<file path="src/hw/rtl/stfe_pkg.sv">
// Package for the sine tone generator with fade envelope.
// Holds shared types, register indexes, fixed-point constants and the gain math.
// No dependencies; every other file in hw/rtl refers to it by scoped names.
package stfe_pkg;

    // Default parameter values of the top level
    localparam int SINE_DEPTH_DEF = 1024;
    localparam int PHASE_BITS_DEF = 32;
    localparam int OUT_BITS_DEF   = 24;

    // Field widths fixed by the register map
    localparam int COUNT_W     = 24;
    localparam int GAIN_W      = 32;
    localparam int AMP_W       = 24;
    localparam int STEP_W      = 32;
    localparam int CFG_DATA_W  = 32;
    localparam int CFG_INDEX_W = 3;
    localparam int Q_FRAC      = 30;
    localparam int AMP_FRAC    = 23;

    // Depth of the queue between the front and the back
    localparam int QUEUE_DEPTH = 2;

    // Gain constants in Q2.30
    localparam logic [GAIN_W-1:0] ONE_Q30       = 32'h4000_0000;
    localparam logic [GAIN_W-1:0] EXP_FLOOR_Q30 = 32'd1073742;

    // Register reset values
    localparam logic [STEP_W-1:0]  PHASE_STEP_RST  = 32'd19685266;
    localparam logic [AMP_W-1:0]   AMPLITUDE_RST   = 24'd4204670;
    localparam logic [COUNT_W-1:0] TOTAL_RST       = 24'd480000;
    localparam logic [COUNT_W-1:0] FADE_IN_LEN_RST = 24'd96000;
    localparam logic [COUNT_W-1:0] FADE_OUT_LEN_RST = 24'd96000;
    localparam logic               FADE_MODE_RST   = 1'b0;
    localparam logic [STEP_W-1:0]  FADE_IN_STEP_RST  = 32'd11185;
    localparam logic [STEP_W-1:0]  FADE_OUT_STEP_RST = 32'd11185;

    // Sine table generation constants
    localparam longint unsigned HALF_PI_Q30 = 64'd1686629713;
    localparam int SERIES_TERMS = 12;
    localparam longint unsigned SERIES_DIV [SERIES_TERMS] =
        '{64'd6, 64'd20, 64'd42, 64'd72, 64'd110, 64'd156,
          64'd210, 64'd272, 64'd342, 64'd420, 64'd506, 64'd600};

    // Configuration register indexes
    typedef enum logic [CFG_INDEX_W-1:0] {
        CFG_PHASE_STEP    = 3'd0,
        CFG_AMPLITUDE     = 3'd1,
        CFG_TOTAL_SAMPLES = 3'd2,
        CFG_FADE_IN_LEN   = 3'd3,
        CFG_FADE_OUT_LEN  = 3'd4,
        CFG_FADE_MODE     = 3'd5,
        CFG_FADE_IN_STEP  = 3'd6,
        CFG_FADE_OUT_STEP = 3'd7
    } cfg_index_t;

    // Fade rule selected by the mode register
    typedef enum logic {
        FADE_LINEAR      = 1'b0,
        FADE_EXPONENTIAL = 1'b1
    } fade_mode_t;

    // Current register contents
    typedef struct packed {
        logic [STEP_W-1:0]  phase_step;
        logic [AMP_W-1:0]   amplitude;
        logic [COUNT_W-1:0] total_samples;
        logic [COUNT_W-1:0] fade_in_length;
        logic [COUNT_W-1:0] fade_out_length;
        fade_mode_t         fade_mode;
        logic [STEP_W-1:0]  fade_in_step;
        logic [STEP_W-1:0]  fade_out_step;
    } cfg_t;

    // Per-sample decisions made by the front and carried out by the back
    typedef struct packed {
        logic              ended;
        logic              last;
        logic              negative;
        logic              fade_in_on;
        logic              fade_out_on;
        logic              force_zero;
        logic [GAIN_W-1:0] fade_in_gain;
        logic [GAIN_W-1:0] fade_out_gain;
    } item_ctrl_t;

    // Index bits of the quarter-wave table: floor(log2(depth)), at most 16
    function automatic int tbl_log2(input int depth);
        int l;
        l = 0;
        for (int i = 0; i < 16; i++) begin
            if ((64'd2 << l) <= longint'(depth)) begin
                l = l + 1;
            end
        end
        return l;
    endfunction

    // One quarter-wave table entry, evaluated at elaboration only
    function automatic longint unsigned sine_entry(input longint unsigned k,
                                                   input int tbl_bits,
                                                   input longint unsigned max_mag);
        longint unsigned x;
        longint unsigned x2;
        longint unsigned term;
        longint unsigned sum;
        int n;
        x    = ((64'd2 * k + 64'd1) * HALF_PI_Q30) >> (tbl_bits + 1);
        x2   = (x * x) >> Q_FRAC;
        term = x;
        sum  = x;
        for (n = 1; n <= SERIES_TERMS; n++) begin
            term = ((term * x2) >> Q_FRAC) / SERIES_DIV[n - 1];
            if ((n & 1) == 1) begin
                sum = sum - term;
            end else begin
                sum = sum + term;
            end
        end
        return (sum * max_mag + (64'd1 << 29)) >> Q_FRAC;
    endfunction

    // Q2.30 gain times Q2.30 coefficient, rounded, saturated to the gain width
    function automatic logic [GAIN_W-1:0] gain_mul(input logic [GAIN_W-1:0] g,
                                                   input logic [GAIN_W-1:0] c);
        localparam int PROD_W = 2 * GAIN_W + 1;
        logic [PROD_W-1:0] prod;
        logic [PROD_W-1:0] shr;
        logic [GAIN_W-1:0] res;
        prod = PROD_W'(g) * PROD_W'(c) + (PROD_W'(1) << (Q_FRAC - 1));
        shr  = prod >> Q_FRAC;
        if (shr[PROD_W-1:GAIN_W] != '0) begin
            res = '1;
        end else begin
            res = shr[GAIN_W-1:0];
        end
        return res;
    endfunction

endpackage

</file>
<file path="src/hw/rtl/stfe_queue.sv">
// Short queue between the front and the back of the tone generator.
// Holds the table address and the decisions for each accepted tick.
// Depends on stfe_pkg.
module stfe_queue #(
    parameter int ADDR_W = 10
) (
    input  logic                  clk,
    input  logic                  rst_n,
    input  logic                  push,
    input  logic [ADDR_W-1:0]     push_addr,
    input  stfe_pkg::item_ctrl_t  push_ctrl,
    output logic                  ready,
    input  logic                  pop,
    output logic                  empty,
    output logic [ADDR_W-1:0]     head_addr,
    output stfe_pkg::item_ctrl_t  head_ctrl
);

    localparam int DEPTH = stfe_pkg::QUEUE_DEPTH;
    localparam int PTR_W = (DEPTH > 1) ? $clog2(DEPTH) : 1;
    localparam int CNT_W = $clog2(DEPTH + 1);

    logic [ADDR_W-1:0]    addr_mem_reg [DEPTH];
    stfe_pkg::item_ctrl_t ctrl_mem_reg [DEPTH];
    logic [PTR_W-1:0]     wr_ptr_reg, wr_ptr_next, rd_ptr_reg, rd_ptr_next;
    logic [CNT_W-1:0]     count_reg, count_next;
    logic                 full;

    // Occupancy and pointer updates
    always_comb
    begin
        full        = count_reg == CNT_W'(DEPTH);
        empty       = count_reg == '0;
        ready       = !full;
        wr_ptr_next = (wr_ptr_reg == PTR_W'(DEPTH - 1)) ? '0 : (wr_ptr_reg + PTR_W'(1));
        rd_ptr_next = (rd_ptr_reg == PTR_W'(DEPTH - 1)) ? '0 : (rd_ptr_reg + PTR_W'(1));
        count_next  = count_reg;
        if (push && !pop) begin
            count_next = count_reg + CNT_W'(1);
        end else if (pop && !push) begin
            count_next = count_reg - CNT_W'(1);
        end
        head_addr = addr_mem_reg[rd_ptr_reg];
        head_ctrl = ctrl_mem_reg[rd_ptr_reg];
    end

    // Control registers
    always_ff @(posedge clk or negedge rst_n)
    begin
        if (!rst_n)
        begin
            wr_ptr_reg <= '0;
            rd_ptr_reg <= '0;
            count_reg  <= '0;
        end
        else
        begin
            if (push) begin
                wr_ptr_reg <= wr_ptr_next;
            end
            if (pop) begin
                rd_ptr_reg <= rd_ptr_next;
            end
            count_reg <= count_next;
        end
    end

    // Entry storage
    always_ff @(posedge clk)
    begin
        if (push)
        begin
            addr_mem_reg[wr_ptr_reg] <= push_addr;
            ctrl_mem_reg[wr_ptr_reg] <= push_ctrl;
        end
    end

    // Occupancy never goes past the depth
    a_count_bound: assert property (@(posedge clk) disable iff (!rst_n)
        count_reg <= CNT_W'(DEPTH))
        else $error("queue occupancy beyond depth");

    // Nothing is written into a full queue or taken from an empty one
    a_no_overrun: assert property (@(posedge clk) disable iff (!rst_n)
        !(full && push) && !(empty && pop))
        else $error("queue overrun or underrun");

endmodule

</file>
<file path="config.mk">
export PLATFORM = sky130hd
export DESIGN_NAME = stfe_queue
export DESIGN_NICKNAME = d
export VERILOG_FILES = /design/src/hw/rtl/stfe_pkg.sv /design/src/hw/rtl/stfe_queue.sv
export SDC_FILE = /design/constraint.sdc
export NUM_CORES = 1
export LEC_CHECK = 0
export BUFFER_PORTS_ARGS = -buffer_cell sky130_fd_sc_hd__buf_2
export CAP_MARGIN = 40
export CORE_ASPECT_RATIO = 1.2
export CORE_MARGIN = 2
export CORE_UTILIZATION = 40
export DETAILED_ROUTE_END_ITERATION = 16
export PLACE_DENSITY = 0.69
export SKIP_CTS_REPAIR_TIMING = 1
export SLEW_MARGIN = 20
export SYNTH_ARGS = -nofsm -noshare
export SYNTH_HDL_FRONTEND = slang
export SYNTH_SLANG_ARGS = --single-unit
</file>
<file path="constraint.sdc">
create_clock -name clk -period 9 [get_ports clk]
set_input_delay 1.8 -clock clk [delete_from_list [all_inputs] [get_ports clk]]
set_output_delay 1.8 -clock clk [all_outputs]
set_load 0.01 [all_outputs]
</file>
Word level (Yosys, flattened, before mapping)
Memories as Yosys holds them, arrays and structs flattened.
Cells that the tools add are included.
{ "totals": {"regBits": 4, "latchBits": 0, "ramBits": 160, "rom_bits": 0, "inputBits": 84, "out_inout_bits": 82, "word_cells": 23, "n_memories": 2} }
{ "memory_table": {"columns": ["memory", "depth", "word_bits", "read_ports", "rd_ports_with_merged_regs", "wr", "line_no", "source"], "rows": [
  ["ctrl_mem_reg", 2, 70, 1, 0, 1, "stfe_queue.sv:24", "stfe_pkg::item_ctrl_t ctrl_mem_reg [DEPTH];"],
  ["addr_mem_reg", 2, 10, 1, 0, 1, "stfe_queue.sv:23", "logic [ADDR_W-1:0] addr_mem_reg [DEPTH];"]
]} }
{ "op_classes": {"n_addsub": 4, "n_mul": 0, "div_mod_pow": 0, "n_lt_le_gt_ge": 0, "n_eq_ne": 1, "shifts": 0, "n_mux": 6, "bitwise_logic": 0, "n_reduce_logical": 7} }
{ "op_table": {"columns": ["cell", "count"], "rows": [
  ["1-bit 2-to-1 mux", 4],
  ["2-bit 2-to-1 mux", 2],
  ["1-bit logical NOT", 3],
  ["1-bit adder (second input constant)", 2],
  ["2-bit by 1-bit adder with 2-bit output (second input constant)", 1],
  ["2-bit == test (second input constant)", 1],
  ["1-bit logical AND", 2],
  ["2-bit logical NOT", 1],
  ["2-bit nonzero test", 1],
  ["2-bit by 1-bit subtractor with 2-bit output (second input constant)", 1]
]} }

Logic depth before layout (Yosys ltp)
{ "depth": {"depth_word": 4, "mapped_depth": 5, "mapped_depth_nobuf": 5} }

Worst setup path before layout
No wires, ideal clock.
{ "synth_path": {"path_kind": "input-to-reg", "from": "input push", "to": "memory addr_mem_reg[0][0] (enable)", "setup_time_ps": 528, "t_arrival_ps": 5298, "required_time_ps": 8472, "path_slack_ps": 3174, "stages": 1, "n_path_buf": 0, "path_cell_list": "nor2b_1"} }
{ "synth_via": {"elab_chain_cells": 2} }
{ "synth_rtl": {"columns": ["element", "line_no", "source"], "rows": [
  ["start: declaration", "stfe_queue.sv:9", "input logic push,"],
  ["1-bit 2-to-1 mux", "stfe_queue.sv:71", "if (push)"],
  ["1-bit 2-to-1 mux (implied by the code)", "stfe_queue.sv:73", "addr_mem_reg[wr_ptr_reg] <= push_addr;"],
  ["end: declaration", "stfe_queue.sv:23", null]
]} }
Every way passes these cells.

==> results.yml <==
outcome:
  status: "finished clean"
power_and_ir_drop:
  p_per_area_mw_per_mm2: 330
  leakage_nw: 3.27
  ir_drop_v: 0.000242
setup_path:
  ff2ff_setup_slack_ns: 6.95
  path_cells: "buf_4, mux2_4, buf_2"
  start_kind: "register"
  critPathKind: "register to output pin"
  cp_num_buf_inv: 2
  reg2reg_to: "ctrl_mem_reg[0][51]"
  max_stage_delay_ns: 0.93
  r2r_start: "wr_ptr_reg"
  crit_family: "flip-flops"
  cp_data_arrival_time_ns: 2.64
  cp.required_ns: 7.20
  worst-r2r-cell-count: 3
  crit_slowest_cell: "dfrtp_4"
  path_max_fanout: 41
  worst_setup_path_end_kind: "output pin"
floorplan:
  start_util_pct: 40.8
  io-pin-count: 166
  die_area_mm2: 0.0169
  die_w_um: 119
  rows: 50
  core-area_mm2: 0.0156
  die_h_um: 142
synth:
  synth_area_mm2: 0.00636
  synth_compound_area_share_pct: 0
  yosysTopAreaCell: "edfxtp_1"
  synthAdderAreaFrac_pct: 0.197
  synth.area.mux_share_pct: 18.8
  synth_top_family_by_area: "multiplexers"
  ys_seq_area_share_pct: 77.1
  ys_seq_elements: 164
  yosys_warnings: 0
  synthSimpleGateAreaFrac_pct: 0.413
  syn_area_per_cell_um2: 24.0
  yosys-top-cells-area: "edfxtp_1 76%, mux2_4 19%, buf_12 2.5%"
  synthesis.nets: 350
  synth_cells: 265
  synth_top_area_share_pct: 75.5
  yosys.area_share.xor_xnor_pct: 0.689
  synth.distinct_cells: 14
grt:
  antenna_found_initial: 3
  grt.total_usage_pct: 12.9
  grt_overflow: 0
  grt_max_degree: 47
  grt_pass1_vias: 3236
  grt_pass1_wl_um: 16200
timing:
  hold-worst-slack_ns: 0.501
  slew_violations: 0
  tightest_slew_ns: 0.787
  setup_viol: 0
  relSlewSlack_pct: 47.5
  layout_min_cycle_time_ns: 4.44
  hold_viol_final: 0
  clock_skew_ns: 0.00459
  fmax_mhz: 225
  setup_ws_ns: 4.56
  fin_crit_sh_pct: 49.3
  fin_setup_tns_ns: 0
  rsz0062_at_grt: "false"
min_path:
  holdPathStages: 1
  whs_endpoint: "count_reg[1]"
  hp-start: "count_reg[1]"
  hp-class: "register to register"
routing:
  drc: 0
  avgViaCountPerCell: 4.48
  via_count: 2978
  drtIter0Drc: 153
  detail_route.wl_per_cell_um: 16.2
  drtAntennaViolNets: 0
  wirelength_um: 10800
  dr.pass1.iters: 4
cells_and_area:
  antennaDiodeCount: 0
  largest_register_ffs: 140
  area_growth_pct: 26.6
  nNetsFinal: 530
  fillers: 1264
  instances_no_fill: 665
  fin_util_pct: 51.7
  drive_gt1_share_pct: 61.9
clock_network:
  tritoncts: "yes"
  clk_pin_slew_ns: 0.06
  clkLatencyLatePin_ns: 0.41
  htreeDepth: 4
  cts_buffers: 17
  clockBufferDepth: 2
  cts-root-buf: "clkbuf_16"
  clock-sinks: 164
placed_design:
  placed_cells_incl_taps: 634
  portBuffers: 165
  dp_slack_ns: 4.95
  hpwl_um: 7130
  gp_congestion: 0.661
flow_run:
  cap_violations: 0
==> report_power, final <==
group	switching, mW	leakage, nW	internal, mW
registers	0.0898	1.55	1.01
clock network	0.277	0.331	0.546
logic	0.328	1.39	0.403
total	0.695	3.27	1.96
==> cells in the mapped netlist <==
cell / n
and2_1: 1
nor2_1: 2
buf_6: 1
dfrtp_1: 4
xnor2_1: 1
mux2_2: 1
xor2_1: 4
nor2b_1: 1
buf_12: 8
nand2b_1: 1
inv_1: 1
edfxtp_1: 160
ha_1: 1
mux2_4: 79
==> placed cells by master, fill, tap and decap left out, drive strengths merged, types with 2 or more instances in the layout <==
cell,synthesis,layout
clkinv,0,5
bufinv,0,7
clkbuf,0,17
mux2,80,80
buf,9,170
nor2,2,2
edfxtp,160,160
dfrtp,4,4
xor2,4,4
inv,1,2
==> cells by family (layout without fill, tap and decap cells) <==
logic type | count (synthesis) | in the layout
and+or+nand+nor | 5 | 5
buffers and inverters | 10 | 202
xor gates and xnor gates | 5 | 5
muxes | 80 | 80
adders and majority gates | 1 | 1
DFF | 164 | 164
==> cell type report <==
cell class | count | area (um^2) | share of cell area (%)
Sequential cell | 164 | 4910 | 61.0
Inverter | 1 | 3.75 | 0.0466
Timing Repair Buffer | 170 | 903 | 11.2
Multi-Input combinational cell | 91 | 1290 | 16.0
Tap cell | 208 | 260 | 3.23
Clock inverter | 14 | 258 | 3.20
Clock buffer | 17 | 425 | 5.29
==> metrics by stage <==
step | total power [mW] | area (um^2)
2_1_floorplan | 1.68 | 6360
3_3_place_gp | 1.84 | 7310
3_5_place_dp | 1.87 | 7370
4_1_cts | 2.70 | 8050
5_1_grt | 2.78 | 8050
6_report | 2.66 | 8050
==> how the worst max path moves through the flow <==
stage,slack [ns],start,endpoint,cells after the start
final,4.56,rd_ptr_reg,head_ctrl[48],3
after global routing,4.42,rd_ptr_reg,head_addr[9],3
after CTS,4.49,rd_ptr_reg,head_ctrl[48],3
after detailed placement,4.95,rd_ptr_reg,head_addr[9],3
after global placement,4.99,rd_ptr_reg,head_addr[9],3
after floorplan,3.17,push,addr_mem_reg[0][0],1
==> layer usage <==
metal | wire, um | global-route usage [%] | vias to the layer above | share of wire (%)
met5 | 37 | 0 | - | 0.34
met4 | 147 | 5.08 | 6 | 1.4
met3 | 820 | 5.89 | 19 | 7.6
met2 | 5530 | 22.3 | 105 | 51
met1 | 4270 | 13.6 | 1440 | 39
li1 | - | - | 1408 | -
Power figures use the tool's default switching activity.
